==> config.mk <==
export PLATFORM = sky130hd
export DESIGN_NAME = sync_header_frame_parser_flat
export DESIGN_NICKNAME = d
export VERILOG_FILES = /design/src/hdl/shfp_pkg.sv /design/src/hdl/shfp_if.sv /design/src/hdl/sync_header_frame_parser.sv /design/src/hdl/shfp_out_reg.sv /design/src/flat_wrapper.sv
export SDC_FILE = /design/constraint.sdc
export NUM_CORES = 1
export LEC_CHECK = 0
export ABC_AREA = 1
export BUFFER_PORTS_ARGS = -buffer_cell sky130_fd_sc_hd__buf_2
export CAP_MARGIN = 20
export CORE_ASPECT_RATIO = 1.25
export CORE_MARGIN = 2
export CORE_UTILIZATION = 50
export DETAILED_ROUTE_END_ITERATION = 16
export GPL_TIMING_DRIVEN = 0
export PLACE_DENSITY = 0.75
export RECOVER_POWER = 100
export SETUP_SLACK_MARGIN = 0.2
export SLEW_MARGIN = 20
export SYNTH_ARGS = -nofsm -noshare
export SYNTH_HDL_FRONTEND = slang
export SYNTH_SLANG_ARGS = --single-unit
export TNS_END_PERCENT = 10
==> constraint.sdc <==
create_clock -name clk -period 9.6 [get_ports clk]
set_clock_uncertainty 0.05 [all_clocks]
set_input_delay 1.92 -clock clk [delete_from_list [all_inputs] [get_ports clk]]
set_output_delay 1.92 -clock clk [all_outputs]
set_load 0.02 [all_outputs]
==> src/hdl/shfp_pkg.sv <==
`timescale 1ns / 1ps
// ----------------------------------------------------------------------------
// shfp_pkg
// Shared types and constants for the sync header frame parser.
// ----------------------------------------------------------------------------
package shfp_pkg;

    localparam logic [7:0] FIRST_SYNC_RESET  = 8'h55;
    localparam logic [7:0] SECOND_SYNC_RESET = 8'hAA;
    localparam logic [7:0] HUNT_LIMIT_RESET  = 8'd32;
    localparam logic [7:0] MISMATCH_OFFSET   = 8'h10;

    localparam int unsigned CFG_INDEX_W = 2;

    typedef enum logic [CFG_INDEX_W-1:0] {
        REG_FIRST_SYNC  = 2'd0,
        REG_SECOND_SYNC = 2'd1,
        REG_HUNT_LIMIT  = 2'd2,
        REG_UNUSED      = 2'd3
    } cfg_index_t;

    typedef enum logic [1:0] {
        KIND_PAYLOAD      = 2'd0,
        KIND_FRAME_END    = 2'd1,
        KIND_FIRST_TIMEOUT  = 2'd2,
        KIND_SECOND_TIMEOUT = 2'd3
    } kind_t;

    typedef struct packed {
        logic [1:0] kind;
        logic [7:0] data_byte;
        logic [7:0] byte_index;
        logic [7:0] command_code;
        logic [7:0] algorithm_code;
        logic [7:0] payload_length;
        logic [7:0] received_sum;
        logic [7:0] computed_sum;
        logic       sum_matches;
        logic       last;
    } result_t;

endpackage

==> src/hdl/shfp_if.sv <==
`timescale 1ns / 1ps
// ----------------------------------------------------------------------------
// shfp_if
// Handshake channels of the sync header frame parser: received bytes,
// results and register writes.
// ----------------------------------------------------------------------------
interface shfp_byte_if;
    logic       valid;
    logic       ready;
    logic [7:0] rx_byte;

    modport source (output valid, output rx_byte, input ready);
    modport sink   (input valid, input rx_byte, output ready);
endinterface

interface shfp_result_if;
    logic       valid;
    logic       ready;
    logic [1:0] kind;
    logic [7:0] data_byte;
    logic [7:0] byte_index;
    logic [7:0] command_code;
    logic [7:0] algorithm_code;
    logic [7:0] payload_length;
    logic [7:0] received_sum;
    logic [7:0] computed_sum;
    logic       sum_matches;
    logic       last;

    modport source (output valid, output kind, output data_byte, output byte_index,
                    output command_code, output algorithm_code, output payload_length,
                    output received_sum, output computed_sum, output sum_matches,
                    output last, input ready);
    modport sink   (input valid, input kind, input data_byte, input byte_index,
                    input command_code, input algorithm_code, input payload_length,
                    input received_sum, input computed_sum, input sum_matches,
                    input last, output ready);
endinterface

interface shfp_cfg_if;
    logic                             valid;
    logic                             ready;
    logic [shfp_pkg::CFG_INDEX_W-1:0] index;
    logic [7:0]                       data;

    modport source (output valid, output index, output data, input ready);
    modport sink   (input valid, input index, input data, output ready);
endinterface

==> src/hdl/sync_header_frame_parser.sv <==
`timescale 1ns / 1ps
// ----------------------------------------------------------------------------
// sync_header_frame_parser
// Two-byte sync, length-prefixed frame parser with an 8-bit additive checksum.
// ----------------------------------------------------------------------------
// One received byte is taken per clock. Each accepted byte updates the parser
// state in the same cycle and, when it produces a result (payload byte, frame
// end or hunt timeout), loads the result register, so a result word appears
// in the cycle after its byte. The rate is one byte per cycle; input ready drops
// only while the result register is full and the sink does not take it.
// Register writes are always accepted and act at once.
module sync_header_frame_parser (
    input  logic          clk,
    input  logic          rst_n,
    shfp_byte_if.sink     rx,
    shfp_result_if.source res,
    shfp_cfg_if.sink      cfg
);

    typedef enum logic [6:0] {
        PH_HUNT1 = 7'b0000001,
        PH_HUNT2 = 7'b0000010,
        PH_CMD   = 7'b0000100,
        PH_ALGO  = 7'b0001000,
        PH_LEN   = 7'b0010000,
        PH_DATA  = 7'b0100000,
        PH_SUM   = 7'b1000000
    } phase_t;

    logic [7:0] first_sync_reg;
    logic [7:0] second_sync_reg;
    logic [7:0] hunt_limit_reg;

    phase_t     phase_reg,    phase_next;
    logic [7:0] hunt_count_reg, hunt_count_next;
    logic [7:0] command_reg,  command_next;
    logic [7:0] algorithm_reg, algorithm_next;
    logic [7:0] length_reg,   length_next;
    logic [7:0] position_reg, position_next;
    logic [7:0] sum_reg,      sum_next;

    logic              accept;
    logic              space;
    logic              load;
    shfp_pkg::result_t result;
    logic [7:0]        b;
    logic [7:0]        limit;
    logic [8:0]        tries;
    logic              timeout;
    logic              sum_ok;

    assign b       = rx.rx_byte;
    assign accept  = rx.valid && rx.ready;
    assign rx.ready = space;
    assign cfg.ready = 1'b1;

    // a zero limit acts as one try
    assign limit   = (hunt_limit_reg == 8'd0) ? 8'd1 : hunt_limit_reg;
    assign tries   = {1'b0, hunt_count_reg} + 9'd1;
    assign timeout = tries >= {1'b0, limit};
    assign sum_ok  = b == sum_reg;

    always_comb
    begin
        phase_next      = phase_reg;
        hunt_count_next = hunt_count_reg;
        command_next    = command_reg;
        algorithm_next  = algorithm_reg;
        length_next     = length_reg;
        position_next   = position_reg;
        sum_next        = sum_reg;
        load            = 1'b0;
        result          = '0;
        unique case (phase_reg)
            PH_HUNT2:
            begin
                if (b == second_sync_reg)
                begin
                    hunt_count_next = 8'd0;
                    phase_next      = PH_CMD;
                end
                else if (timeout)
                begin
                    hunt_count_next = 8'd0;
                    phase_next      = PH_HUNT1;
                    load            = 1'b1;
                    result.kind     = shfp_pkg::KIND_SECOND_TIMEOUT;
                    result.last     = 1'b1;
                end
                else
                begin
                    hunt_count_next = tries[7:0];
                end
            end
            PH_CMD:
            begin
                command_next = b;
                sum_next     = first_sync_reg + second_sync_reg + b;
                phase_next   = PH_ALGO;
            end
            PH_ALGO:
            begin
                algorithm_next = b;
                sum_next       = sum_reg + b;
                phase_next     = PH_LEN;
            end
            PH_LEN:
            begin
                length_next   = b;
                sum_next      = sum_reg + b;
                position_next = 8'd0;
                phase_next    = (b == 8'd0) ? PH_SUM : PH_DATA;
            end
            PH_DATA:
            begin
                sum_next      = sum_reg + b;
                position_next = position_reg + 8'd1;
                if (position_next == length_reg)
                begin
                    phase_next = PH_SUM;
                end
                load                  = 1'b1;
                result.kind           = shfp_pkg::KIND_PAYLOAD;
                result.data_byte      = b;
                result.byte_index     = position_reg;
                result.command_code   = command_reg;
                result.algorithm_code = algorithm_reg;
                result.payload_length = length_reg;
                result.computed_sum   = sum_next;
            end
            PH_SUM:
            begin
                phase_next            = PH_HUNT1;
                hunt_count_next       = 8'd0;
                position_next         = 8'd0;
                load                  = 1'b1;
                result.kind           = shfp_pkg::KIND_FRAME_END;
                result.command_code   = sum_ok ? command_reg
                                               : command_reg + shfp_pkg::MISMATCH_OFFSET;
                result.algorithm_code = algorithm_reg;
                result.payload_length = length_reg;
                result.received_sum   = b;
                result.computed_sum   = sum_reg;
                result.sum_matches    = sum_ok;
                result.last           = 1'b1;
            end
            default:
            begin
                phase_next = PH_HUNT1;
                if (b == first_sync_reg)
                begin
                    hunt_count_next = 8'd0;
                    phase_next      = PH_HUNT2;
                end
                else if (timeout)
                begin
                    hunt_count_next = 8'd0;
                    load            = 1'b1;
                    result.kind     = shfp_pkg::KIND_FIRST_TIMEOUT;
                    result.last     = 1'b1;
                end
                else
                begin
                    hunt_count_next = tries[7:0];
                end
            end
        endcase
    end

    always_ff @(posedge clk or negedge rst_n)
    begin
        if (!rst_n)
        begin
            phase_reg      <= PH_HUNT1;
            hunt_count_reg <= 8'd0;
            command_reg    <= 8'd0;
            algorithm_reg  <= 8'd0;
            length_reg     <= 8'd0;
            position_reg   <= 8'd0;
            sum_reg        <= 8'd0;
        end
        else if (accept)
        begin
            phase_reg      <= phase_next;
            hunt_count_reg <= hunt_count_next;
            command_reg    <= command_next;
            algorithm_reg  <= algorithm_next;
            length_reg     <= length_next;
            position_reg   <= position_next;
            sum_reg        <= sum_next;
        end
    end

    always_ff @(posedge clk or negedge rst_n)
    begin
        if (!rst_n)
        begin
            first_sync_reg  <= shfp_pkg::FIRST_SYNC_RESET;
            second_sync_reg <= shfp_pkg::SECOND_SYNC_RESET;
            hunt_limit_reg  <= shfp_pkg::HUNT_LIMIT_RESET;
        end
        else if (cfg.valid && cfg.ready)
        begin
            unique case (cfg.index)
                shfp_pkg::REG_FIRST_SYNC:  first_sync_reg  <= cfg.data;
                shfp_pkg::REG_SECOND_SYNC: second_sync_reg <= cfg.data;
                shfp_pkg::REG_HUNT_LIMIT:  hunt_limit_reg  <= cfg.data;
                default:
                begin
                end
            endcase
        end
    end

    shfp_out_reg u_out_reg (
        .clk    (clk),
        .rst_n  (rst_n),
        .load   (accept && load),
        .result (result),
        .space  (space),
        .res    (res)
    );

    // a word still waiting is never overwritten
    assert property (@(posedge clk) disable iff (!rst_n)
        (res.valid && !res.ready) |-> !accept)
        else $error("byte accepted while result word stalled");

    // end of frame returns to the first hunt with a cleared count
    assert property (@(posedge clk) disable iff (!rst_n)
        (accept && phase_reg == PH_SUM) |=> (phase_reg == PH_HUNT1 && hunt_count_reg == 8'd0))
        else $error("frame end did not restart the hunt");

    // last marks exactly the words that are not payload bytes
    assert property (@(posedge clk) disable iff (!rst_n)
        res.valid |-> (res.last == (res.kind != shfp_pkg::KIND_PAYLOAD)))
        else $error("last flag disagrees with result kind");

    // hunt count stays zero outside the hunting phases
    assert property (@(posedge clk) disable iff (!rst_n)
        !(phase_reg == PH_HUNT1 || phase_reg == PH_HUNT2) |-> hunt_count_reg == 8'd0)
        else $error("hunt count left over outside a hunt");

endmodule

==> src/hdl/shfp_out_reg.sv <==
`timescale 1ns / 1ps
// ----------------------------------------------------------------------------
// shfp_out_reg
// Result register: holds one result word until the sink takes it and
// reports whether a new word can be loaded in this cycle.
// ----------------------------------------------------------------------------
module shfp_out_reg (
    input  logic                clk,
    input  logic                rst_n,
    input  logic                load,
    input  shfp_pkg::result_t   result,
    output logic                space,
    shfp_result_if.source       res
);

    logic              valid_reg;
    logic              valid_next;
    shfp_pkg::result_t data_reg;

    assign space = !valid_reg || res.ready;

    always_comb
    begin
        valid_next = valid_reg;
        if (res.ready)
        begin
            valid_next = 1'b0;
        end
        if (load)
        begin
            valid_next = 1'b1;
        end
    end

    always_ff @(posedge clk or negedge rst_n)
    begin
        if (!rst_n)
        begin
            valid_reg <= 1'b0;
        end
        else
        begin
            valid_reg <= valid_next;
        end
    end

    always_ff @(posedge clk)
    begin
        if (load)
        begin
            data_reg <= result;
        end
    end

    assign res.valid          = valid_reg;
    assign res.kind           = data_reg.kind;
    assign res.data_byte      = data_reg.data_byte;
    assign res.byte_index     = data_reg.byte_index;
    assign res.command_code   = data_reg.command_code;
    assign res.algorithm_code = data_reg.algorithm_code;
    assign res.payload_length = data_reg.payload_length;
    assign res.received_sum   = data_reg.received_sum;
    assign res.computed_sum   = data_reg.computed_sum;
    assign res.sum_matches    = data_reg.sum_matches;
    assign res.last           = data_reg.last;

endmodule
==> src/flat_wrapper.sv <==
// flat-port wrapper written by rule: the top's interface ports become plain ports
module sync_header_frame_parser_flat 
  (clk, rst_n, rx_valid, rx_rx_byte, rx_ready, res_valid, res_kind, res_data_byte, res_byte_index, res_command_code, res_algorithm_code, res_payload_length, res_received_sum, res_computed_sum, res_sum_matches, res_last, res_ready, cfg_valid, cfg_index, cfg_data, cfg_ready);
  shfp_byte_if rx_i ();
  shfp_result_if res_i ();
  shfp_cfg_if cfg_i ();
  input  logic clk;
  input  logic rst_n;
  input wire logic [$bits(rx_i.valid)-1:0] rx_valid;
  input wire logic [$bits(rx_i.rx_byte)-1:0] rx_rx_byte;
  output wire logic [$bits(rx_i.ready)-1:0] rx_ready;
  output wire logic [$bits(res_i.valid)-1:0] res_valid;
  output wire logic [$bits(res_i.kind)-1:0] res_kind;
  output wire logic [$bits(res_i.data_byte)-1:0] res_data_byte;
  output wire logic [$bits(res_i.byte_index)-1:0] res_byte_index;
  output wire logic [$bits(res_i.command_code)-1:0] res_command_code;
  output wire logic [$bits(res_i.algorithm_code)-1:0] res_algorithm_code;
  output wire logic [$bits(res_i.payload_length)-1:0] res_payload_length;
  output wire logic [$bits(res_i.received_sum)-1:0] res_received_sum;
  output wire logic [$bits(res_i.computed_sum)-1:0] res_computed_sum;
  output wire logic [$bits(res_i.sum_matches)-1:0] res_sum_matches;
  output wire logic [$bits(res_i.last)-1:0] res_last;
  input wire logic [$bits(res_i.ready)-1:0] res_ready;
  input wire logic [$bits(cfg_i.valid)-1:0] cfg_valid;
  input wire logic [$bits(cfg_i.index)-1:0] cfg_index;
  input wire logic [$bits(cfg_i.data)-1:0] cfg_data;
  output wire logic [$bits(cfg_i.ready)-1:0] cfg_ready;
  assign rx_i.valid = rx_valid;
  assign rx_i.rx_byte = rx_rx_byte;
  assign rx_ready = rx_i.ready;
  assign res_valid = res_i.valid;
  assign res_kind = res_i.kind;
  assign res_data_byte = res_i.data_byte;
  assign res_byte_index = res_i.byte_index;
  assign res_command_code = res_i.command_code;
  assign res_algorithm_code = res_i.algorithm_code;
  assign res_payload_length = res_i.payload_length;
  assign res_received_sum = res_i.received_sum;
  assign res_computed_sum = res_i.computed_sum;
  assign res_sum_matches = res_i.sum_matches;
  assign res_last = res_i.last;
  assign res_i.ready = res_ready;
  assign cfg_i.valid = cfg_valid;
  assign cfg_i.index = cfg_index;
  assign cfg_i.data = cfg_data;
  assign cfg_ready = cfg_i.ready;
  sync_header_frame_parser u_core (.clk(clk), .rst_n(rst_n), .rx(rx_i), .res(res_i), .cfg(cfg_i));
endmodule
== Word-level counts from Yosys, hierarchy flattened ==
Index checks and enable logic that the tools add are counted.
Cells by class
  multiplexer cells: 28
  bitwise operators: 1
  add/sub/neg operators: 6
  magnitude comparators: 1
  reductions and logical operators: 25
  equality and inequality tests: 14
Operators by type and width (number)
  24-bit one-hot mux with 2 select lines: 1
  8-bit one-hot mux with 2 select lines: 3
  7-bit one-hot mux with 6 select lines: 1
  8-bit two-way mux: 5
  8-bit equality test: 4
  7-bit two-way mux: 4
  8-bit adder: 3
  8-bit one-hot mux with 3 select lines: 1
  2-bit AND reduction: 9
  8-bit zero test: 2
  2-bit two-way mux: 5
  8-bit by 1-bit adder with 9-bit output, second input constant: 1
  9-bit by 8-bit >= comparator with 1-bit output: 1
  8-bit by 1-bit adder with 8-bit output, second input constant: 1
  8-bit by 5-bit adder with 8-bit output, second input constant: 1
  7-bit by 2-bit equality test with 1-bit output, second input constant: 1
  7-bit by 3-bit equality test with 1-bit output, second input constant: 1
  7-bit by 4-bit equality test with 1-bit output, second input constant: 1
  7-bit by 5-bit equality test with 1-bit output, second input constant: 1
  7-bit by 6-bit equality test with 1-bit output, second input constant: 1
  7-bit equality test, second input constant: 1
  1-bit one-hot mux with 3 select lines: 2
  2-bit one-hot mux with 3 select lines: 1
  2-bit nonzero test: 3
  other kinds (14): 21
Storage, ports and cells
  input bits: 23
  logic and storage cells: 96
  register bits after elaboration: 140

== Depth between registers and ports, before layout ==
Gate-level depths: netlist of the first run.
  depth in word-level cells: 8
  gate-level depth with buffers: 15
  depth with buffers taken out: 15

== Hierarchy ==
From an unflattened synthesis of the first run, not the netlist that was laid out.
Unflattened totals
  cells, all modules: 806
  area total of the unflattened synthesis: 7424.6 um^2
Modules (own cells, without submodules)
  sync_header_frame_parser: instances 1, cells each 741, seq. area each 1989.4 um^2, area each 5577.8 um^2
  shfp_out_reg: instances 1, cells each 65, seq. area each 1826.8 um^2, area each 1846.8 um^2

== Worst setup path before layout of the first run ==
No wires, ideal clock.
  path kind: input -> register
  start point: in rx_rx_byte[5]
  end point: reg u_core.u_out_reg.data_reg, in the netlist u_core.u_out_reg.res.algorithm_code[0], enable pin
  path buffers: 0
  slack: 5.120 ns
  arrival time: 4.016 ns
  data required time: 9.136 ns
  stages on the path: 8
  cells stage by stage: ha_1 > nor3_1 > and2_1 > a21oi_4 > nand2_2 > nand2_1 > nand3_2 > inv_1
Between the ends
  word-level cells in the longest chain between the ends: 4
  elaborated cells on any way between the ends: 6
  those cells by class: 2 x eq/ne; 3 x mux; 1 x reduce/logical
RTL lines
  start: declaration: line flat_wrapper.sv:10  | input wire logic [$bits(rx_i.rx_byte)-1:0] rx_rx_byte;
  8-bit equality test, on equally long branches: line sync_header_frame_parser.sv:150, sync_header_frame_parser.sv:77
  1-bit two-way mux, on equally long branches: line sync_header_frame_parser.sv:150, sync_header_frame_parser.sv:77
  1-bit one-hot mux with 3 select lines (*): line sync_header_frame_parser.sv:74  | unique case (phase_reg)
  1-bit logical AND (*): line sync_header_frame_parser.sv:218  | .load (accept && load),
  net u_core.u_out_reg.load: line shfp_out_reg.sv:10  | input logic load,
  end signal: assignment: line shfp_out_reg.sv:51  | data_reg <= result;
  end: declaration: line shfp_out_reg.sv:18  | shfp_pkg::result_t data_reg;
The timed path passes the listed nets; every way through them passes the cells marked *.
A chain may end at the register's enable or synchronous reset.

== Worst setup path after layout of the first run ==
  start point: in rx_rx_byte[1]
  end point: reg u_core.u_out_reg.data_reg, in the netlist u_core.u_out_reg.res.computed_sum[6], enable pin
The elaborated chain is that of the path after synthesis.

==> results.md, run 1 <==
- Fmax achieved: 178 MHz
- Global Route Usage Sum: around a fifth
- Post-route setup TNS: 0 ns
- Met1 usage: a little over a quarter
- Critical Path Fanout Max: 39
- Post-CTS Setup Bufs: 0
- DP HPWL: around 12000 um
- Type of origin of the critical path: input pin
- Most frequent cells in the layout: nand2_1 (175), inv_1 (90), clkbuf_1 (87), nor2_1 (70), dfrtp_1 (70)
- Leak: 3.77 nW
- I/O Buffers: 84
- Via count: roughly 5600
- Worst-path clk slew: ~0.060 ns
- Mapped Nets: about 850
- Max_slew headroom: -57.3%
- Placed Instances: about 1000
- CTS Buffer Depth: 2
- Outcome: finished, violations left
- Residual DRC: 0
- GPL Wtd Cong: a little under 0.9
- Post-CTS Hold Buffers: 0
- Combinational Power Share: approximately a fifth
- Fin crit period: approximately 5.6 ns
- CP arrival: ~5.6 ns
- Clk Latency, worst-skew pair: between 0.4 and 0.5 ns
- Vias/cell: ~5.2
- Int Power: ~1.3 mW
- Synth unique cells: between 40 and 50
- Die X: approximately 110 um
- Crit Path Category: in2reg
- Worst setup path startpoint: rx_rx_byte[1]
- TritonCTS Buffers: 17
- Worst hold slack: between 0.4 and 0.5 ns
- Crit share post-route: between 50% and 60%
- Wirelength per Cell: 15.0 um
- Register area share after synthesis: approximately half
- Area Growth Syn to Fin: 14.5%
- Number of global-route vias before repair: roughly 5400
- Pins Over Slew Limit: around 120
- Post-synth EDFFs: 60
- Peak VDD IR: ~0.15 mV
- Clock sinks: 140
- Hold Violations, Final: 0
- Part of the power in the clock network: a little under two fifths
- Pre-Repair DR Iteration Count: 8
- Worst slew pin tran: around 2.4 ns
- Cell Area, Synth: 0.00738 mm^2
- R2R Setup Slk: about 4.6 ns
- Syn. warnings: 0
- RSZ-0062 raised after global routing: false
- Pwr Total: roughly 1.8 mW
- CP Data Required Time: about 9.6 ns
- Switching pwr: 0.564 mW
- Most Crowded Layer GR: met2
- Async S/R FF share, synth: 57.1%
- Initial antenna violation count: 0
- Pin count of the biggest net entering global routing: between 40 and 50
- Pwr dens: between 200 and 250 mW/mm^2
- Ratio of cells with drive above 1 in the final layout: about 11%
- Met3 Use GR: 3.35%
- Rows: just under 50
- Initial core utilization: between 50% and 60%
- Final worst slack: 3.97 ns
- Grt ovf: 0
- Post-cts sizing count: 0
- Synthesized area per cell: between 9 and 10 um^2
- Clock root buffer master: clkbuf_16
- Failing checks: max-capacitance violations, max-slew violations
- Iteration-0 DRC Markers: 444
- Final core utilization: 58.7%
- Core Area: roughly 0.014 mm^2
- Nets: between 900 and 1000
- Post-route cell area: ~0.0085 mm^2
- Final setup viols: 0
- Primary FF master, synth: dfrtp_1
- ANT cells: 0
- Worst hold path type: reg2reg
- Most common library cell in the layout ignoring fill and taps: nand2_1
- Post-Route WL: roughly 16000 um
- Register bit total from synthesis: 140
- Sequential group share of total power: 41.6%
- H-tree depth: 4
- Place WS: 5.27 ns
- I/O pin count: 86
- First-pass GRT wire length: between 20000 and 30000 um
- RR Startpoint: u_core.hunt_count_reg[0]$_DFFE_PN0P_
- Die H: ~140 um
- Sw Ratio: around 30%
- Fin cells: roughly 1100
- Placed cell area: around 0.0081 mm^2
- Worst Min Path Start: u_core.algorithm_reg[7]$_DFFE_PN0P_
- Worst setup EP type: flop
- CTS tree: built
- Post-synthesis instance total: approximately 800
- Die area: 0.0158 mm^2
- Max-capacitance violation count: 3
- Met2 usage: 37.0%
- Antenna viol nets, final: 0
-- kinds of logic (layout without fill, tap and decap cells) --
| kind of cell | count (synthesis) | after routing | share of synthesized area [%] |
|---|---|---|---|
| AO/OA/AOI/OAI | 109 | 109 | 8.43 |
| flip-flops | 140 | 140 | 51.7 |
| XOR/XNOR | 24 | 24 | 2.85 |
| AND/OR/NAND/NOR | 351 | 351 | 22.8 |
| adder cells (fa/ha/maj) | 40 | 40 | 7.70 |
| other | 1 | 1 | 0.0508 |
| buffers and inverters | 118 | 236 | 6.44 |
-- cells in the mapped netlist, drive strengths merged, types with 6 or more instances --
cell type    n  area [um^2]
o22ai        7         43.8
edfxtp      60         1800
clkbuf      11         41.3
nand2      182          733
o21ai       69          353
a21oi       18          109
nor2        82          398
buf          6         50.0
nand3       51          298
nand4       15          109
xor2        15          131
xnor2        9         78.8
inv        101          384
dfrtp       70         1750
fa           9          180
ha          31          388
dfstp       10          263
nor3        10         71.3
-- final timing paths --
check	to	cells after the start
min reg2reg	u_core.algorithm_reg[7]$_DFFE_PN0P_	2
max reg2reg	u_core.u_out_reg.res.computed_sum[6]$_DFFE_PP_	16
max	u_core.u_out_reg.res.computed_sum[6]$_DFFE_PP_	10
min in group asynchronous	u_core.position_reg[2]$_DFFE_PN0P_	1
max in group asynchronous	u_core.sum_reg[2]$_DFFE_PN0P_	2
min	u_core.algorithm_reg[7]$_DFFE_PN0P_	2
-- metal layers --
metal | vias to the layer above | share of wire (%)
met1 | 2651 | 41
li1 | 2802 | -
met2 | 154 | 52
met5 | - | 0
met3 | 28 | 5.0
met4 | 0 | 1.7
-- power by group through the flow --
| stage | Clock [mW] | Sequential, mW | Combinational, mW |
|---|---|---|---|
| floorplan | 0 | 0.826 | 0.228 |
| global placement | 0 | 0.772 | 0.391 |
| detailed placement | 0 | 0.770 | 0.410 |
| CTS | 0.691 | 0.759 | 0.414 |
| global route | 0.718 | 0.771 | 0.431 |
| finish | 0.687 | 0.763 | 0.382 |
-- worst max-delay path: stages --
cell	delay (ns)
clkbuf_1	0.21
ha_1	0.35
nor3_1	0.04
and2_0	0.19
a21oi_1	0.33
nand2_2	0.13
nand2_1	0.07
nand3_1	0.12
inv_1	0.62
clkbuf_1	1.55
-- cell type report --
class	count	area, um^2
fill	1271	5960
sequential	140	3820
clock buffer	20	457
tap	178	223
clock inverter	12	160
multi-input combinational	525	2990
inverter	101	383
timing repair buffer	86	338
buffer	17	87.6
(Power assumes the default switching activity.)
==> inputs of run 2 (changes only) <==
PLACE_DENSITY = 0.78   (was 0.75)
clock period = 5.12 ns   (was 9.6 ns; I/O delays follow)
==> run 2 against run 1 <==
  * The run still ends with max-capacitance violations, max-slew violations left
  * Sequential share of layout area fell by 0.51 points
  * Setup slack got worse by 2.7 ns
  * Design area rose by 1.1%
  * Global-route usage rose by 0.21 points
  * Utilization rose by 0.67 points
  * Sequential power rose by 86%
  * Sequential cell count did not move
==> results.md, run 2 (synthesis gave the netlist of run 1 again) <==
- Outcome: finished, violations left
- Failing checks: max-capacitance violations, max-slew violations
- Post-Route WL: between 15000 and 20000 um
- Most common library cell in the layout ignoring fill and taps: nand2_1
- Clock root buffer master: clkbuf_16
- Via count: roughly 5600
- Uppermost layer routed: met4
- Post-CTS Hold Buffers: 0
- Switching pwr: ~1.0 mW
- Layout fillers: around 1200
- CP arrival: slightly below 4 ns
- I/O pin count: 86
- Reg area: 0.00382 mm^2
- Sequential group share of total power: roughly two fifths
- Pre-Repair DR Iteration Count: 5
- Initial core utilization: about half
- Worst-path clk slew: ~0.060 ns
- Max-capacitance violation count: 1
- Initial antenna violation count: 1
- DP HPWL: 11600 um
- Worst hold path type: reg2reg
- GPL Wtd Cong: ~0.85
- Antenna viol nets, final: 0
- Rows: 49
- Nets: roughly 950
- Place WS: 1.68 ns
- Pin count of the biggest net entering global routing: 45
- Type of origin of the critical path: flop
- First-pass GRT wire length: approximately 27000 um
- Residual DRC: 0
- Most frequent cells in the layout: nand2_1 (175), inv_1 (91), clkbuf_1 (80), nor2_1 (70), dfrtp_1 (70)
- CP Data Required Time: about 5.2 ns
- Max_slew headroom: -47.2%
- Pwr dens: 413 mW/mm^2
- Final worst slack: about 1.2 ns
- Ratio of cells with drive above 1 in the final layout: 11.7%
- CTS tree: built
- Grt ovf: 0
- Number of global-route vias before repair: between 5000 and 6000
- Part of the power in the clock network: between 30% and 40%
- Die area: 0.0158 mm^2
- Footprint of the multi-input gates: 0.00299 mm^2
- Post-route setup TNS: 0 ns
- Sw Ratio: roughly 30%
- Fin crit period: around 3.9 ns
- Hold Violations, Final: 0
- Int Power: 2.48 mW
- Fmax achieved: 258 MHz
- Pins Over Slew Limit: 37
- Clock sinks: 140
- H-tree depth: 4
- TritonCTS Buffers: 17
- Area Growth Syn to Fin: 15.8%
- Met2 routed WL: 8270 um
- Iteration-0 DRC Markers: 416
- Global Route Usage Sum: between 20% and 30%
- CTS Buffer Depth: 2
- Wirelength per Cell: approximately 15 um
- RSZ-0062 raised after global routing: false
- Met1 WL: 6550 um
- Crit Path Category: reg2reg
- Peak VDD IR: 0.389 mV
- Post-cts sizing count: 0
- Post-CTS Setup Bufs: 0
- Vias/cell: ~5.2
- Die X: 113 um
- Worst setup EP type: flop
- Die H: roughly 140 um
- Worst slew pin tran: 2.21 ns
- Combinational Power Share: between 20% and 30%
- Core Area: 0.0144 mm^2
- Final setup viols: 0
- Crit share post-route: 75.7%
- Pwr Total: approximately 3.5 mW
- DR WL met3: approximately 700 um
- I/O Buffers: between 80 and 90
- Critical Path Fanout Max: 39
- Clk Latency, worst-skew pair: ~0.42 ns
- Leak: 3.82 nW
run 2: per-layer routing:
layer  vias up  track usage, %
li1       2794               -
met1      2650            26.4
met2       167            36.7
met3        28            3.57
met4         0            9.88
met5         -               0
run 2: final cells by class:
| class | count | share of cell area [%] |
|---|---|---|
| clock buffer | 20 | 5.34 |
| inverter | 101 | 4.46 |
| antenna | 1 | 0.0293 |
| clock inverter | 12 | 2.44 |
| buffer | 17 | 0.966 |
| tap | 178 | 2.61 |
| timing repair buffer | 86 | 4.51 |
| sequential | 140 | 44.6 |
| multi-input combinational | 525 | 35.0 |
run 2: power groups by stage:
stage	clock (mW)	combinational, mW	sequential (mW)
2_1_floorplan	0	0.427	1.55
3_3_place_gp	0	0.730	1.45
3_5_place_dp	0	0.768	1.44
4_1_cts	1.39	0.777	1.42
5_1_grt	1.44	0.824	1.44
6_report	1.38	0.726	1.42
run 2: per-stage QoR:
stage / instances / area [um^2] / util (%) / hold WS (ns)
5_1_grt: 1080 / 8550 / 59.3 / 0.461
2_1_floorplan: 783 / 7380 / - / 0.403
6_report: 1080 / 8550 / 59.3 / 0.435
3_3_place_gp: 1045 / 8020 / 55.7 / 0.416
4_1_cts: 1079 / 8740 / 60.7 / 0.438
3_5_place_dp: 1047 / 8070 / 56.0 / 0.423
run 2: final timing paths:
kind                                                 startpoint                                              to  slack, ns  depth (start not counted)
setup / recovery           u_core.hunt_count_reg[0]$_DFFE_PN0P_  u_core.u_out_reg.res.computed_sum[6]$_DFFE_PP_       1.24                         15
hold / removal              u_core.algorithm_reg[4]$_DFFE_PN0P_             u_core.algorithm_reg[4]$_DFFE_PN0P_       0.44                          2
max in group asynchronous                                 rst_n               u_core.command_reg[6]$_DFFE_PN0P_       2.55                          1
setup reg to reg           u_core.hunt_count_reg[0]$_DFFE_PN0P_  u_core.u_out_reg.res.computed_sum[6]$_DFFE_PP_       1.24                         15
hold reg to reg             u_core.algorithm_reg[4]$_DFFE_PN0P_             u_core.algorithm_reg[4]$_DFFE_PN0P_       0.44                          2
min in group asynchronous                                 rst_n              u_core.position_reg[4]$_DFFE_PN0P_       1.20                          1
run 2: worst max-delay path, cell delays in order (launching register included):
cell     delay, ns
dfrtp_1       0.42
ha_1          0.20
nand2_1       0.07
nor2_1        0.30
nand2_1       0.11
xnor2_1       0.16
ha_1          0.32
a21oi_1       0.08
o21ai_0       0.32
nor2_4        0.07
nand3_1       0.15
nand2_1       0.13
nand2_1       0.08
nand3_1       0.11
inv_1         0.64
buf_12        0.31
